==> config.mk <==
export PLATFORM = sky130hd
export DESIGN_NAME = alert_latch_ack_table
export DESIGN_NICKNAME = d
export VERILOG_FILES = /design/src/rtl/alat_pkg.sv /design/src/rtl/alat_id_mem.sv /design/src/rtl/alat_scan.sv /design/src/rtl/alert_latch_ack_table.sv
export SDC_FILE = /design/constraint.sdc
export NUM_CORES = 1
export LEC_CHECK = 0
export BUFFER_PORTS_ARGS = -buffer_cell sky130_fd_sc_hd__buf_4
export CORE_UTILIZATION = 30
export CTS_CLUSTER_SIZE = 8
export DETAILED_ROUTE_END_ITERATION = 8
export GPL_TIMING_DRIVEN = 0
export MAX_ROUTING_LAYER = met4
export PLACE_DENSITY = 0.41
export SYNTH_ARGS = -nofsm -noshare
export SYNTH_HDL_FRONTEND = slang
export SYNTH_HIERARCHICAL = 1
export SYNTH_SLANG_ARGS = --single-unit
==> constraint.sdc <==
create_clock -name clk -period 4.6 [get_ports clk]
set_input_delay 0.46 -clock clk [delete_from_list [all_inputs] [get_ports clk]]
set_output_delay 0.46 -clock clk [all_outputs]
set_load 0.05 [all_outputs]
==> src/rtl/alat_pkg.sv <==
// shared types and constants of the alert latch and acknowledge table
// no dependencies

package alat_pkg;

  typedef enum logic [1:0] {
    F_SET     = 2'd0,
    F_CLR_ONE = 2'd1,
    F_CLR_ALL = 2'd2,
    F_ACK_ALL = 2'd3
  } alat_func_e;

  localparam logic [1:0] LVL_WARNING = 2'd0;
  localparam logic [1:0] LVL_CAUTION = 2'd1;

  typedef struct packed {
    alat_func_e func;
    logic [7:0] alert_id;
    logic [1:0] alert_level;
    logic       cond_present;
    logic       latch_req;
  } alat_in_t;

  typedef struct packed {
    logic became_shown;
    logic became_hidden;
    logic table_full;
    logic master_warning;
    logic master_caution;
  } alat_out_t;

  typedef enum logic [1:0] {
    S_IDLE,
    S_SCAN,
    S_UPDATE,
    S_DONE
  } alat_state_e;

  // flags of one entry as seen by the scan unit
  typedef struct packed {
    logic valid;
    logic active;
    logic latched;
    logic acked;
  } alat_flags_t;

  // accumulated scan outcome
  typedef struct packed {
    logic       hit;
    logic       free;
    logic       warn;
    logic       caut;
    logic [1:0] hit_sev;
  } alat_scan_t;

endpackage

==> src/rtl/alat_id_mem.sv <==
// id and severity store of the alert table, one write and one registered read port
// depends on nothing but its parameters

module alat_id_mem #(
  parameter int ENTRIES = 16,
  parameter int ID_BITS = 8,
  parameter int IDX_W   = 4
) (
  input  logic               clk,
  input  logic               wr_en,
  input  logic [IDX_W-1:0]   wr_addr,
  input  logic [ID_BITS-1:0] wr_ident,
  input  logic [1:0]         wr_sev,
  input  logic [IDX_W-1:0]   rd_addr,
  output logic [ID_BITS-1:0] rd_ident,
  output logic [1:0]         rd_sev
);

  logic [ID_BITS+1:0] mem [ENTRIES];
  logic [ID_BITS+1:0] rd_word_r;

  always_ff @(posedge clk) begin
    if (wr_en) begin
      mem[wr_addr] <= {wr_ident, wr_sev};
    end
  end

  always_ff @(posedge clk) begin
    rd_word_r <= mem[rd_addr];
  end

  assign rd_ident = rd_word_r[ID_BITS+1:2];
  assign rd_sev   = rd_word_r[1:0];

endmodule

==> src/rtl/alat_scan.sv <==
// shared per-entry compare unit: id match, first free slot and pending levels
// depends on alat_pkg

module alat_scan #(
  parameter int ID_BITS = 8,
  parameter int IDX_W   = 4
) (
  input  logic                 clk,
  input  logic                 rst_n,
  input  logic                 clr,
  input  logic                 step,
  input  alat_pkg::alat_func_e func,
  input  logic [ID_BITS-1:0]   key,
  input  alat_pkg::alat_flags_t flags,
  input  logic [ID_BITS-1:0]   ident,
  input  logic [1:0]           sev,
  input  logic [IDX_W-1:0]     idx,
  output alat_pkg::alat_scan_t res,
  output logic [IDX_W-1:0]     hit_idx,
  output logic [IDX_W-1:0]     free_idx
);
  import alat_pkg::*;

  alat_scan_t       res_r, res_nxt;
  logic [IDX_W-1:0] hit_idx_r, hit_idx_nxt;
  logic [IDX_W-1:0] free_idx_r, free_idx_nxt;
  logic             match, lookup, shown_post, acked_post, pend;

  always_comb begin
    lookup     = (func == F_SET) || (func == F_CLR_ONE);
    match      = flags.valid && (ident == key);
    // flags as they stand once the item has taken effect
    shown_post = (func == F_CLR_ALL) ? flags.active : (flags.active | flags.latched);
    acked_post = (func == F_ACK_ALL) ? (flags.acked | shown_post) : flags.acked;
    // the looked-up entry is counted after its update instead
    pend       = flags.valid && shown_post && !acked_post && !(lookup && match);

    res_nxt      = res_r;
    hit_idx_nxt  = hit_idx_r;
    free_idx_nxt = free_idx_r;
    if (clr) begin
      res_nxt = '0;
    end else if (step) begin
      if (lookup && match && !res_r.hit) begin
        res_nxt.hit     = 1'b1;
        res_nxt.hit_sev = sev;
        hit_idx_nxt     = idx;
      end
      if (!flags.valid && !res_r.free) begin
        res_nxt.free = 1'b1;
        free_idx_nxt = idx;
      end
      if (pend && sev == LVL_WARNING) res_nxt.warn = 1'b1;
      if (pend && sev == LVL_CAUTION) res_nxt.caut = 1'b1;
    end
  end

  always_ff @(posedge clk) begin
    if (!rst_n) begin
      res_r <= '0;
    end else begin
      res_r <= res_nxt;
    end
  end

  always_ff @(posedge clk) begin
    hit_idx_r  <= hit_idx_nxt;
    free_idx_r <= free_idx_nxt;
  end

  assign res      = res_r;
  assign hit_idx  = hit_idx_r;
  assign free_idx = free_idx_r;

endmodule

==> src/rtl/alert_latch_ack_table.sv <==
// top level of the alert latch and acknowledge table: sequencer, entry flags, result register
// depends on alat_pkg, alat_id_mem and alat_scan

// Annunciator table of ENTRIES alerts looked up by id. Each item walks the table
// once through a single compare unit, one entry per clock, reading ids and
// severities from a registered-read memory; the walk finds the entry, the first
// free slot and the pending warning and caution levels of all other entries.
// The update state then writes the entry and forms the result, and the done
// state moves it to the output register once that is free. in_stall is high
// while an item is in work, so a result waiting in the done state on out_stall
// holds back the next input transfer.

module alert_latch_ack_table #(
  parameter int ENTRIES = 16,
  parameter int ID_BITS = 8
) (
  input  logic               clk,
  input  logic               rst_n,
  input  logic               in_valid,
  output logic               in_stall,
  input  alat_pkg::alat_in_t in_data,
  output logic               out_valid,
  input  logic               out_stall,
  output alat_pkg::alat_out_t out_data
);
  import alat_pkg::*;

  localparam int IDX_W = (ENTRIES > 1) ? $clog2(ENTRIES) : 1;
  localparam int CNT_W = $clog2(ENTRIES + 1);
  localparam logic [CNT_W-1:0] LAST = CNT_W'(ENTRIES);

  alat_state_e        state_r, state_nxt;
  alat_in_t           item_r, item_nxt;
  logic [ID_BITS-1:0] key_r, key_nxt;
  logic [CNT_W-1:0]   cnt_r, cnt_nxt;
  logic               rd_vld_r, rd_vld_nxt;
  logic [IDX_W-1:0]   rd_idx_r, rd_idx_nxt;
  logic [ENTRIES-1:0] valid_r, valid_nxt;
  logic [ENTRIES-1:0] active_r, active_nxt;
  logic [ENTRIES-1:0] latched_r, latched_nxt;
  logic [ENTRIES-1:0] acked_r, acked_nxt;
  alat_out_t          res_r, res_nxt;
  logic               out_valid_r, out_valid_nxt;
  alat_out_t          out_r, out_nxt;

  logic               scan_clr;
  alat_flags_t        scan_flags;
  alat_scan_t         scan_res;
  logic [IDX_W-1:0]   hit_idx, free_idx;
  logic [ID_BITS-1:0] rd_ident;
  logic [1:0]         rd_sev;
  logic               mem_wr;

  logic [IDX_W-1:0]   sel;
  logic               old_a, old_l, old_k;
  logic               new_a, new_l, new_k;
  logic               shown_before, shown_after;
  logic               pk;
  logic [1:0]         pk_sev;
  logic               warn;

  alat_id_mem #(
    .ENTRIES(ENTRIES),
    .ID_BITS(ID_BITS),
    .IDX_W  (IDX_W)
  ) u_mem (
    .clk     (clk),
    .wr_en   (mem_wr),
    .wr_addr (sel),
    .wr_ident(key_r),
    .wr_sev  (item_r.alert_level),
    .rd_addr (cnt_r[IDX_W-1:0]),
    .rd_ident(rd_ident),
    .rd_sev  (rd_sev)
  );

  assign scan_flags.valid   = valid_r[rd_idx_r];
  assign scan_flags.active  = active_r[rd_idx_r];
  assign scan_flags.latched = latched_r[rd_idx_r];
  assign scan_flags.acked   = acked_r[rd_idx_r];

  alat_scan #(
    .ID_BITS(ID_BITS),
    .IDX_W  (IDX_W)
  ) u_scan (
    .clk     (clk),
    .rst_n   (rst_n),
    .clr     (scan_clr),
    .step    (rd_vld_r),
    .func    (item_r.func),
    .key     (key_r),
    .flags   (scan_flags),
    .ident   (rd_ident),
    .sev     (rd_sev),
    .idx     (rd_idx_r),
    .res     (scan_res),
    .hit_idx (hit_idx),
    .free_idx(free_idx)
  );

  // entry named by the item: the match, else the lowest free slot
  always_comb begin
    sel          = scan_res.hit ? hit_idx : free_idx;
    old_a        = scan_res.hit && active_r[sel];
    old_l        = scan_res.hit && latched_r[sel];
    old_k        = scan_res.hit && acked_r[sel];
    new_a        = item_r.cond_present;
    new_l        = old_l | (item_r.cond_present & item_r.latch_req);
    shown_before = old_a | old_l;
    shown_after  = new_a | new_l;
    new_k        = (!shown_before && shown_after) ? 1'b0 : old_k;
  end

  always_comb begin
    state_nxt     = state_r;
    item_nxt      = item_r;
    key_nxt       = key_r;
    cnt_nxt       = cnt_r;
    rd_vld_nxt    = 1'b0;
    rd_idx_nxt    = rd_idx_r;
    valid_nxt     = valid_r;
    active_nxt    = active_r;
    latched_nxt   = latched_r;
    acked_nxt     = acked_r;
    res_nxt       = res_r;
    out_valid_nxt = out_valid_r;
    out_nxt       = out_r;
    scan_clr      = 1'b0;
    mem_wr        = 1'b0;
    pk            = 1'b0;
    pk_sev        = item_r.alert_level;
    warn          = 1'b0;

    if (out_valid_r && !out_stall) out_valid_nxt = 1'b0;

    case (state_r)
      S_IDLE: begin
        if (in_valid) begin
          item_nxt  = in_data;
          key_nxt   = ID_BITS'(in_data.alert_id);
          cnt_nxt   = '0;
          scan_clr  = 1'b1;
          state_nxt = S_SCAN;
        end
      end
      S_SCAN: begin
        // memory read data comes in the cycle after its address
        rd_idx_nxt = cnt_r[IDX_W-1:0];
        if (cnt_r == LAST) begin
          state_nxt = S_UPDATE;
        end else begin
          rd_vld_nxt = 1'b1;
          cnt_nxt    = cnt_r + 1'b1;
        end
      end
      S_UPDATE: begin
        res_nxt = '0;
        case (item_r.func)
          F_SET: begin
            if (scan_res.hit || scan_res.free) begin
              valid_nxt[sel]      = 1'b1;
              active_nxt[sel]     = new_a;
              latched_nxt[sel]    = new_l;
              acked_nxt[sel]      = new_k;
              mem_wr              = 1'b1;
              res_nxt.became_shown  = !shown_before && shown_after;
              res_nxt.became_hidden = shown_before && !shown_after;
              pk                  = shown_after && !new_k;
              pk_sev              = item_r.alert_level;
            end else begin
              res_nxt.table_full = 1'b1;
            end
          end
          F_CLR_ONE: begin
            if (scan_res.hit) begin
              latched_nxt[hit_idx] = 1'b0;
              if (!active_r[hit_idx]) acked_nxt[hit_idx] = 1'b0;
              pk     = active_r[hit_idx] && acked_r[hit_idx] == 1'b0;
              pk_sev = scan_res.hit_sev;
            end
          end
          F_CLR_ALL: begin
            latched_nxt = '0;
          end
          F_ACK_ALL: begin
            acked_nxt = acked_r | (valid_r & (active_r | latched_r));
          end
          default: begin
          end
        endcase
        warn                   = scan_res.warn | (pk && pk_sev == LVL_WARNING);
        res_nxt.master_warning = warn;
        res_nxt.master_caution = !warn && (scan_res.caut | (pk && pk_sev == LVL_CAUTION));
        state_nxt              = S_DONE;
      end
      S_DONE: begin
        if (!out_valid_r || !out_stall) begin
          out_valid_nxt = 1'b1;
          out_nxt       = res_r;
          state_nxt     = S_IDLE;
        end
      end
      default: begin
        state_nxt = S_IDLE;
      end
    endcase
  end

  always_ff @(posedge clk) begin
    if (!rst_n) begin
      state_r     <= S_IDLE;
      rd_vld_r    <= 1'b0;
      valid_r     <= '0;
      active_r    <= '0;
      latched_r   <= '0;
      acked_r     <= '0;
      out_valid_r <= 1'b0;
    end else begin
      state_r     <= state_nxt;
      rd_vld_r    <= rd_vld_nxt;
      valid_r     <= valid_nxt;
      active_r    <= active_nxt;
      latched_r   <= latched_nxt;
      acked_r     <= acked_nxt;
      out_valid_r <= out_valid_nxt;
    end
  end

  always_ff @(posedge clk) begin
    item_r   <= item_nxt;
    key_r    <= key_nxt;
    cnt_r    <= cnt_nxt;
    rd_idx_r <= rd_idx_nxt;
    res_r    <= res_nxt;
    out_r    <= out_nxt;
  end

  assign in_stall  = (state_r != S_IDLE);
  assign out_valid = out_valid_r;
  assign out_data  = out_r;

  a_accept_starts_scan: assert property (@(posedge clk) disable iff (!rst_n)
    in_valid && !in_stall |=> state_r == S_SCAN && cnt_r == '0)
    else $error("input transfer did not start a table walk");

  a_caution_masked: assert property (@(posedge clk) disable iff (!rst_n)
    out_valid && out_data.master_caution |-> !out_data.master_warning)
    else $error("master caution shown together with master warning");

  a_full_no_edge: assert property (@(posedge clk) disable iff (!rst_n)
    out_valid && out_data.table_full |-> !out_data.became_shown && !out_data.became_hidden)
    else $error("full table result carries a show or hide edge");

  a_update_after_walk: assert property (@(posedge clk) disable iff (!rst_n)
    state_r == S_SCAN && cnt_r == LAST |=> state_r == S_UPDATE && !rd_vld_r)
    else $error("walk end did not lead to the update cycle");

endmodule
==> results of run 1 <==
[registers in the layout, summed over array words and instances (netlist names), 6 cells and up]
| signal | flops |
|---|---|
| acked_r | 16 |
| active_r | 16 |
| key_r | 8 |
| latched_r | 16 |
| u_mem/mem | 160 |
| u_mem/rd_word_r | 10 |
| u_scan/res | 6 |
| valid_r | 16 |
[layout by cell type (no fill, tap or decap), types with 13 or more instances in the layout]
master                      instances
sky130_fd_sc_hd__a21boi_0          22
sky130_fd_sc_hd__a21oi_1           60
sky130_fd_sc_hd__a22oi_1           23
sky130_fd_sc_hd__buf_4             29
sky130_fd_sc_hd__clkbuf_1          63
sky130_fd_sc_hd__clkbuf_16         42
sky130_fd_sc_hd__dfxtp_1           84
sky130_fd_sc_hd__edfxtp_1         201
sky130_fd_sc_hd__inv_1             16
sky130_fd_sc_hd__mux2i_1           18
sky130_fd_sc_hd__mux4_2            62
sky130_fd_sc_hd__nand2_1           66
sky130_fd_sc_hd__nand3_1           25
sky130_fd_sc_hd__nor2_1            70
sky130_fd_sc_hd__nor2b_1           23
sky130_fd_sc_hd__o211ai_1          13
sky130_fd_sc_hd__o21a_1            26
sky130_fd_sc_hd__o21ai_0           64
[per-layer routing]
| metal | vias up | share of wire |
|---|---|---|
| li1 | 4054 | - |
| met1 | 4558 | 0.51 |
| met2 | 318 | 0.40 |
| met3 | 83 | 0.062 |
| met4 | 0 | 0.030 |
| met5 | - | 0 |
[layout make-up]
cell class,count,area [sq um],area share
Multi-Input combinational cell,636,5260,0.339
Clock inverter,2,36.3,0.00234
Clock buffer,70,1170,0.0751
Timing Repair Buffer,29,229,0.0147
Sequential cell,285,7720,0.497
Inverter,18,70.1,0.00451
Tap cell,585,732,0.0471
Buffer,61,322,0.0207
[kinds of logic after synthesis]
group	share of synthesized area
flops	0.578
compound gates	0.135
simple gates	0.0919
mux	0.148
buf+inv	0.0293
fa+ha+maj	0.0103
xor+xnor	0.00825
[how the worst min path moves through the flow]
stage                     from  slack (ns)     endpoint  cells past startpoint
floorplan             res_r[0]        0.40  out_data[0]                      0
global placement      res_r[0]        0.41  out_data[0]                      0
detailed placement    res_r[0]        0.41  out_data[0]                      0
CTS                 in_data[8]        0.05     key_r[4]                      1
global route        in_data[8]        0.07     key_r[4]                      1
finish              in_data[8]        0.08     key_r[4]                      1
[power groups by stage]
stage                     Clock [mW]  Combinational [mW]  Sequential (mW)
after CTS                       2.93                1.92             3.33
final                           2.84                1.90             3.33
after detailed placement           0                1.91             3.38
after global routing            3.01                2.06             3.37
after global placement             0                1.92             3.38
after floorplan                    0                1.33             3.27
[cells in the mapped netlist (all sizes together) (3+ instances only)]
cell type	instances
mux4	74
a2111oi	3
inv	18
or3	3
a21boi	28
xnor2	8
nand3b	7
nor3	16
o211ai	14
and3	5
o21a	26
o221ai	11
nor2	70
nand2b	7
edfxtp	201
nand3	26
buf	25
mux2i	20
o21ai	70
a22oi	23
mux2	3
ha	11
a32oi	4
or2	3
or3b	5
nor2b	23
clkbuf	36
dfxtp	84
a31oi	9
a21oi	61
nand2	67
and2	10
[worst max-delay path, stage by stage (launching register included)]
cell and delay [ns]:
sky130_fd_sc_hd__edfxtp_1 0.39, sky130_fd_sc_hd__clkbuf_1 0.52, sky130_fd_sc_hd__buf_1 0.68, sky130_fd_sc_hd__mux4_2 0.61
sky130_fd_sc_hd__mux4_2 0.55, sky130_fd_sc_hd__nor4b_1 0.83
[per-stage QoR]
stage                      util  hold WS, ns  total power, mW  cell area [sq um]  cells
after floorplan               -        0.400             4.60              13300   1000
after global placement    0.328        0.406             5.30              14300   1609
after detailed placement  0.330        0.412             5.30              14300   1614
after CTS                 0.357       0.0508             8.18              15500   1686
after global routing      0.357       0.0655             8.44              15500   1686
final                     0.357       0.0815             8.07              15500   1686
==> flow_metrics.env, run 1 <==
export IMPL_outcome="complete, no violations"
export IMPL_grt_met2_usage=0.255
export IMPL_place_detailed_hpwl_mm=29.3
export IMPL_clk_latency_ns=0.55
export IMPL_power_internal_mw=5.53
export IMPL_min_delay_path_class="in -> reg"
export IMPL_switching_portion_of_total_power=0.316
export IMPL_grt_use_met1=0.288
export IMPL_worst_path_max_fanout=10
export IMPL_worst_slew_pin_slew_ns=1.38
export IMPL_dieArea_sq_um=45300
export IMPL_critical_path_reg2reg_startpoint="rd_idx_r[0]"
export IMPL_clockRootBuffer="sky130_fd_sc_hd__clkbuf_16"
export IMPL_timing_critical_path_to_type="flop"
export IMPL_cts_buffers=41
export IMPL_worst_r2r_path_depth=5
export IMPL_postSynthNetCount=1029
export IMPL_synth_ff_type="sky130_fd_sc_hd__edfxtp_1"
export IMPL_tcrit_tclk_final=0.860
export IMPL_p_per_area_nw_per_um2=520
export IMPL_setup_ws_post_layout_ns=0.644
export IMPL_clock_network_fraction_of_total_power=0.352
export IMPL_timing_setup_tns_ns=0
export IMPL_synth_top_cells_by_area="sky130_fd_sc_hd__edfxtp_1 (45%), sky130_fd_sc_hd__dfxtp_1 (13%), sky130_fd_sc_hd__mux4_2 (10%)"
export IMPL_globalRouteMet3Util=0.0349
export IMPL_ios=25
export IMPL_io_buffer_count=24
export IMPL_maxSlewHeadroom=0.0770
export IMPL_post_synth_instance_area_sq_um=13300
export IMPL_power_frac_seq=0.413
export IMPL_antenna_left=0
export IMPL_worst_ep_required_time_ns=4.77
export IMPL_number_of_detailed_route_iterations_in_the_first_pass=5
export IMPL_initial_utilization=0.307
export IMPL_synth_seq_area_share=0.578
export IMPL_wire_length_of_the_first_global_routing_pass_mm=61.0
export IMPL_period_minus_slack_ns=3.96
export IMPL_cell_rows=76
export IMPL_crit_path_start="rd_idx_r[0]"
export IMPL_drcViolationCount=0
export IMPL_clock_slew_seen_by_the_registers_of_the_worst_setup_and_hold_paths_ns=0.05
export IMPL_maximum_number_of_pins_on_one_net_before_global_route_repair=19
export IMPL_detail_route_wirelength_mm=41.2
export IMPL_worst_setup_path_type="reg -> reg"
export IMPL_finalSetupViolations=0
export IMPL_finish_net_count=1101
export IMPL_async_reset_ff_frac=0
export IMPL_critPathCapture="u_scan/free_idx[3]"
export IMPL_layout_area_overhead_pct=16.4
export IMPL_detail_route_wl_per_cell_um=24.4
export IMPL_max_freq_mhz=253
export IMPL_max_cap_viol_count=0
export IMPL_dp_worst_setup_slack_ns=0.574
export IMPL_average_footprint_of_a_synthesized_cell_sq_um=13.3
export IMPL_cellLeakagePower_nw=5.00
export IMPL_cp_data_arrival_time_ns=4.13
export IMPL_comb_power_share=0.235
export IMPL_synth_edff_count=201
export IMPL_die_height_um=213
export IMPL_n_fill_cell=4269
export IMPL_synth_yosys_warnings=6
export IMPL_diodes=0
export IMPL_clock_skew_ns=0.0238
export IMPL_h_tree_level_count=2
export IMPL_cts_sinks=285
export IMPL_drive_above_1_share=0.172
export IMPL_grt_antenna_before_repair=0
export IMPL_routabilityCongestion=0.944
export IMPL_synth_top_cell_area_share=0.452
export IMPL_grt_pass1_vias=8994
export IMPL_timing_final_max_slew_violations=0
export IMPL_gr_max_usage_layer="met1"
export IMPL_ir_worst_vdd_mv=0.320
export IMPL_net_switching_power_mw=2.55
export IMPL_grt_overflow_total=0
export IMPL_unrepaired_setup_endpoints_after_global_routing="false"
export IMPL_coreArea_sq_um=43500
export IMPL_netlist_top_cell_by_area="sky130_fd_sc_hd__edfxtp_1"
export IMPL_die_x_um=213
export IMPL_setup_repair_bufs_after_cts=0
export IMPL_startpoint_type="flop"
export IMPL_global_route_usage_total=0.193
export IMPL_hold_buf_cts=0
export IMPL_cts_max_path_buffers=3
export IMPL_post_synthesis_cell_count=1000
export IMPL_synth_ff_latch_count=285
export IMPL_reg2reg_to="u_scan/free_idx[3]"
export IMPL_dr_vias=9013
export IMPL_ys_types=78
export IMPL_tritoncts="built"
export IMPL_setup_slack_reg_to_reg_ns=0.64
export IMPL_post_cts_resize_count=0
export IMPL_drtIter0Drc=799
export IMPL_hold_viol=0
export IMPL_route_detailed_vias_per_inst=5.35
No activity file was read; power rests on OpenSTA's default activity.
==> inputs of run 2 (changes only) <==
Settings changed: CORE_ASPECT_RATIO set to 1.5.
==> run 2 against run 1 <==
Final cell count shrank 0.71%. Worst hold slack gained 0.030 ns. Clock skew shrank 0.0029 ns. Setup slack lost 0.30 ns. Maximum frequency shrank 7.0%. Via count grew 0.12%. Non-clock buffer count shrank 1. Critical endpoint is now u_scan/free_idx[0]. Largest power group unchanged. Final area shrank 0.40%. Die area is essentially flat. Critical path type unchanged. Wire length grew 8.8%. Critical path depth is the same.
==> flow_metrics.env, run 2 (same netlist as run 1, synthesis figures left out) <==
export IMPL_outcome="complete, no violations"
export IMPL_comb_power_share=0.241
export IMPL_finish_net_count=1100
export IMPL_maxSlewHeadroom=0.167
export IMPL_period_minus_slack_ns=4.26
export IMPL_power_frac_seq=0.416
export IMPL_critical_path_reg2reg_startpoint="rd_idx_r[0]"
export IMPL_hold_buf_cts=0
export IMPL_switching_portion_of_total_power=0.319
export IMPL_n_fill_cell=4343
export IMPL_timing_final_max_slew_violations=0
export IMPL_ir_worst_vdd_mv=0.246
export IMPL_grt_antenna_before_repair=0
export IMPL_hold_path_depth=1
export IMPL_hold_viol=0
export IMPL_layout_cells_most_common_list="sky130_fd_sc_hd__edfxtp_1 (201), sky130_fd_sc_hd__dfxtp_1 (84), sky130_fd_sc_hd__nor2_1 (70)"
export IMPL_initial_utilization=0.304
export IMPL_max_cap_viol_count=0
export IMPL_finalSetupViolations=0
export IMPL_setup_ws_post_layout_ns=0.345
export IMPL_clockRootBuffer="sky130_fd_sc_hd__clkbuf_16"
export IMPL_worst_slew_pin_slew_ns=1.25
export IMPL_setup_repair_bufs_after_cts=0
export IMPL_final_common_cell="sky130_fd_sc_hd__edfxtp_1"
export IMPL_min_delay_path_class="in -> reg"
export IMPL_clock_skew_ns=0.0208
export IMPL_grt_pass1_vias=9382
export IMPL_grt_overflow_total=0
export IMPL_max_freq_mhz=235
export IMPL_reg2reg_to="u_scan/free_idx[0]"
export IMPL_layout_area_overhead_pct=15.9
export IMPL_dp_worst_setup_slack_ns=0.309
export IMPL_drive_above_1_share=0.170
export IMPL_place_detailed_hpwl_mm=32.8
export IMPL_clk_latency_ns=0.53
export IMPL_clock_slew_seen_by_the_registers_of_the_worst_setup_and_hold_paths_ns=0.05
export IMPL_unrepaired_setup_endpoints_after_global_routing="false"
export IMPL_top_register="u_mem/mem"
export IMPL_route_detailed_vias_per_inst=5.39
export IMPL_tritoncts="built"
export IMPL_area_of_the_multi_input_gates_sq_um=5260
export IMPL_diodes=0
export IMPL_worst_path_max_fanout=10
export IMPL_largest_register_ffs=160
export IMPL_io_buffer_count=24
export IMPL_worst_setup_path_type="reg -> reg"
export IMPL_global_route_usage_total=0.206
export IMPL_net_switching_power_mw=2.57
export IMPL_number_of_detailed_route_iterations_in_the_first_pass=7
export IMPL_worst_r2r_path_depth=5
export IMPL_maximum_number_of_pins_on_one_net_before_global_route_repair=19
export IMPL_dr_vias=9024
export IMPL_tcrit_tclk_final=0.925
export IMPL_post_route_cell_area_sq_um=15500
export IMPL_dieArea_sq_um=45400
export IMPL_timing_critical_path_to_type="flop"
export IMPL_detail_route_wl_per_cell_um=26.8
export IMPL_detail_route_wirelength_mm=44.8
export IMPL_drcViolationCount=0
export IMPL_cellLeakagePower_nw=4.98
export IMPL_drtIter0Drc=635
export IMPL_cts_max_path_buffers=3
export IMPL_coreArea_sq_um=43900
export IMPL_startpoint_type="flop"
export IMPL_cp_data_arrival_time_ns=4.40
export IMPL_setup_slack_reg_to_reg_ns=0.34
export IMPL_p_per_area_nw_per_um2=520
export IMPL_timing_setup_tns_ns=0
export IMPL_clock_network_fraction_of_total_power=0.343
export IMPL_cell_rows=94
export IMPL_post_cts_resize_count=0
export IMPL_routabilityCongestion=0.982
export IMPL_h_tree_level_count=2
export IMPL_min_delay_worst_endpoint="new_a"
export IMPL_worst_ep_required_time_ns=4.74
export IMPL_ios=25
export IMPL_antenna_left=0
export IMPL_placed_area_sq_um=14300
export IMPL_wire_length_of_the_first_global_routing_pass_mm=65.7
export IMPL_register_area_sq_um=7720
export IMPL_power_internal_mw=5.48
export IMPL_hold_path_startpoint="in_data[1]"
export IMPL_die_x_um=174
export IMPL_die_height_um=260
export IMPL_cts_sinks=285
export IMPL_cts_buffers=41
run 2: final cells by class:
cell class	instances	area share
plain buffers	61	0.0208
inverters	18	0.00453
well taps	576	0.0466
repair buffers	28	0.0146
flip-flops and latches	285	0.499
clock inverters	2	0.00113
multi-input cells	636	0.340
clock buffers	68	0.0735
run 2: power by group through the flow:
stage / logic [mW] / clock network (mW) / registers [mW]
after floorplan: 1.33 / 0 / 3.27
after global placement: 1.98 / 0 / 3.40
after detailed placement: 1.97 / 0 / 3.40
after CTS: 1.98 / 2.85 / 3.36
after global routing: 2.11 / 2.94 / 3.38
final: 1.94 / 2.76 / 3.34
run 2: through the flow:
step           hold WS [ns]  utilization  power [mW]  instances
6_report              0.112        0.353        8.04       1674
5_1_grt              0.0853        0.353        8.43       1674
2_1_floorplan         0.400            -        4.60       1000
3_3_place_gp          0.412        0.325        5.38       1600
3_5_place_dp          0.407        0.326        5.37       1604
4_1_cts              0.0806        0.353        8.19       1674
run 2: per-layer routing:
layer,routed length (um),vias up,track usage
met5,0,-,-
met1,15700,4562,0.204
met4,3320,0,0.140
met3,1590,145,0.0264
li1,-,4048,-
met2,24200,269,0.376
run 2: worst max path at each step:
stage / start / endpoint / slack (ns) / cells past startpoint
final: rd_idx_r[0] / u_scan/free_idx[0] / 0.34 / 5
after global routing: rd_idx_r[0] / u_scan/free_idx[3] / 0.14 / 5
after CTS: rd_idx_r[0] / u_scan/free_idx[3] / 0.29 / 5
after detailed placement: rd_idx_r[0] / u_scan/free_idx[3] / 0.31 / 5
after global placement: u_scan/res[5] / u_mem/mem[0][4] / 0.14 / 8
after floorplan: rd_idx_r[0] / u_scan/free_idx[0] / 1.31 / 5
run 2: critical path: stages, from the launching register on:
cell and delay, ns:
sky130_fd_sc_hd__edfxtp_1 0.41, sky130_fd_sc_hd__clkbuf_1 0.54, sky130_fd_sc_hd__buf_1 0.82, sky130_fd_sc_hd__mux4_2 0.65, sky130_fd_sc_hd__mux4_2 0.54, sky130_fd_sc_hd__nor4b_1 0.90
==> inputs of run 3 (changes only) <==
Settings changed: RECOVER_POWER set to 25, SETUP_SLACK_MARGIN set to 0.05.
==> run 3 against run 2 <==
Total power is essentially flat. First-iteration DRC count decreased by 5.7%. Wire length down 0.11%. Core utilization barely moved. Clock power is essentially flat. Clock skew is 0.00097 ns higher. Sequential power about the same. Highest routed layer unchanged. Worst hold slack better by 0.023 ns. Sequential share of layout area barely moved.
==> flow_metrics.env, run 3 (same netlist as run 1, synthesis figures left out) <==
export IMPL_clockRootBuffer="sky130_fd_sc_hd__clkbuf_16"
export IMPL_drive_above_1_share=0.169
export IMPL_ios=25
export IMPL_timing_final_max_slew_violations=0
export IMPL_period_minus_slack_ns=4.25
export IMPL_antenna_left=0
export IMPL_grt_antenna_before_repair=0
export IMPL_grt_overflow_total=0
export IMPL_initial_utilization=0.304
export IMPL_post_route_cell_area_sq_um=15500
export IMPL_drtIter0Drc=599
export IMPL_detail_route_wirelength_mm=44.8
export IMPL_io_buffer_count=24
export IMPL_final_common_cell="sky130_fd_sc_hd__edfxtp_1"
export IMPL_clock_skew_ns=0.0218
export IMPL_cts_buffers=41
export IMPL_outcome="complete, no violations"
export IMPL_min_delay_path_class="in -> reg"
export IMPL_timing_critical_path_to_type="flop"
export IMPL_die_x_um=174
export IMPL_layout_cells_most_common_list="sky130_fd_sc_hd__edfxtp_1 (201), sky130_fd_sc_hd__dfxtp_1 (84), sky130_fd_sc_hd__nor2_1 (70)"
export IMPL_post_cts_resize_count=0
export IMPL_hold_viol=0
export IMPL_register_area_sq_um=7720
export IMPL_cp_data_arrival_time_ns=4.40
export IMPL_dr_vias=8991
export IMPL_critical_path_reg2reg_startpoint="rd_idx_r[0]"
export IMPL_routabilityCongestion=0.982
export IMPL_coreArea_sq_um=43900
export IMPL_unrepaired_setup_endpoints_after_global_routing="false"
export IMPL_p_per_area_nw_per_um2=520
export IMPL_maximum_number_of_pins_on_one_net_before_global_route_repair=19
export IMPL_worst_setup_path_type="reg -> reg"
export IMPL_layout_area_overhead_pct=15.9
export IMPL_finish_net_count=1100
export IMPL_number_of_detailed_route_iterations_in_the_first_pass=7
export IMPL_top_register="u_mem/mem"
export IMPL_diodes=0
export IMPL_startpoint_type="flop"
export IMPL_hold_path_depth=1
export IMPL_cts_max_path_buffers=3
export IMPL_post_layout_nonfiller_instances=1674
export IMPL_setup_repair_bufs_after_cts=0
export IMPL_global_route_usage_total=0.206
export IMPL_finalSetupViolations=0
export IMPL_crit_path_start="rd_idx_r[0]"
export IMPL_largest_register_ffs=160
export IMPL_hold_path_startpoint="in_data[1]"
export IMPL_ir_worst_vdd_mv=0.246
export IMPL_detail_route_wl_per_cell_um=26.8
export IMPL_worst_ep_required_time_ns=4.74
export IMPL_hold_buf_cts=0
export IMPL_worst_path_max_fanout=10
export IMPL_area_of_the_multi_input_gates_sq_um=5260
export IMPL_clk_latency_ns=0.53
export IMPL_place_detailed_hpwl_mm=32.8
export IMPL_worst_slew_pin_slew_ns=1.26
export IMPL_die_height_um=260
export IMPL_tcrit_tclk_final=0.924
export IMPL_max_cap_viol_count=0
export IMPL_worst_r2r_path_depth=5
export IMPL_h_tree_level_count=2
export IMPL_clock_slew_seen_by_the_registers_of_the_worst_setup_and_hold_paths_ns=0.05
export IMPL_placed_area_sq_um=14300
export IMPL_max_freq_mhz=235
export IMPL_drcViolationCount=0
export IMPL_dpl_cell_count=1604
export IMPL_grt_pass1_vias=9382
export IMPL_cell_rows=94
export IMPL_route_detailed_vias_per_inst=5.37
export IMPL_n_fill_cell=4345
export IMPL_cts_sinks=285
export IMPL_finalCoreUtilization=0.353
export IMPL_tritoncts="built"
export IMPL_timing_setup_tns_ns=0
export IMPL_dieArea_sq_um=45400
export IMPL_maxSlewHeadroom=0.159
export IMPL_wire_length_of_the_first_global_routing_pass_mm=65.7
export IMPL_cellLeakagePower_nw=4.97
## run 3: changes by cell type in the layout (fill, tap and decap cells not counted), sizes merged
cell    previous run  this run
buf               53        38
clkbuf           104       119
## run 3: final timing paths
kind / to / slack (ns)
max reg2reg: u_scan/free_idx[0] / 0.35
min reg2reg: out_data[4] / 0.42
min: new_a / 0.13
max: u_scan/free_idx[0] / 0.35
## run 3: layout make-up
cell class,instances,share of cell area
Inverter,18,0.00453
Sequential cell,285,0.499
Buffer,61,0.0208
Multi-Input combinational cell,636,0.340
Timing Repair Buffer,28,0.0143
Clock buffer,68,0.0735
Clock inverter,2,0.00113
Tap cell,576,0.0466
## run 3: layer usage
metal  vias to the layer above  track usage  routed length (um)
li1                       4051            -                   -
met1                      4548        0.204               15700
met2                       246        0.376               24200
met3                       146       0.0264                1520
met4                         0        0.140                3400
met5                         -            -                   0
## run 3: metrics by stage
stage | hold WS (ns) | total power, mW | setup WS [ns]
finish | 0.134 | 8.04 | 0.348
global route | 0.107 | 8.43 | 0.145
global placement | 0.412 | 5.38 | 0.140
CTS | 0.0806 | 8.19 | 0.289
floorplan | 0.400 | 4.60 | 1.31
detailed placement | 0.407 | 5.37 | 0.309
## run 3: worst max-delay path, stage by stage (launching register included)
cell and delay [ns]:
sky130_fd_sc_hd__edfxtp_1 0.42, sky130_fd_sc_hd__clkbuf_1 0.53, sky130_fd_sc_hd__buf_1 0.84, sky130_fd_sc_hd__mux4_2 0.66, sky130_fd_sc_hd__mux4_2 0.52, sky130_fd_sc_hd__nor4b_1 0.89
## run 3: power breakdown
part	switching [mW]	total, mW	internal (mW)
combinational	1.19	1.94	0.752
clock	1.09	2.76	1.67
sequential	0.289	3.34	3.05
total	2.56	8.04	5.47
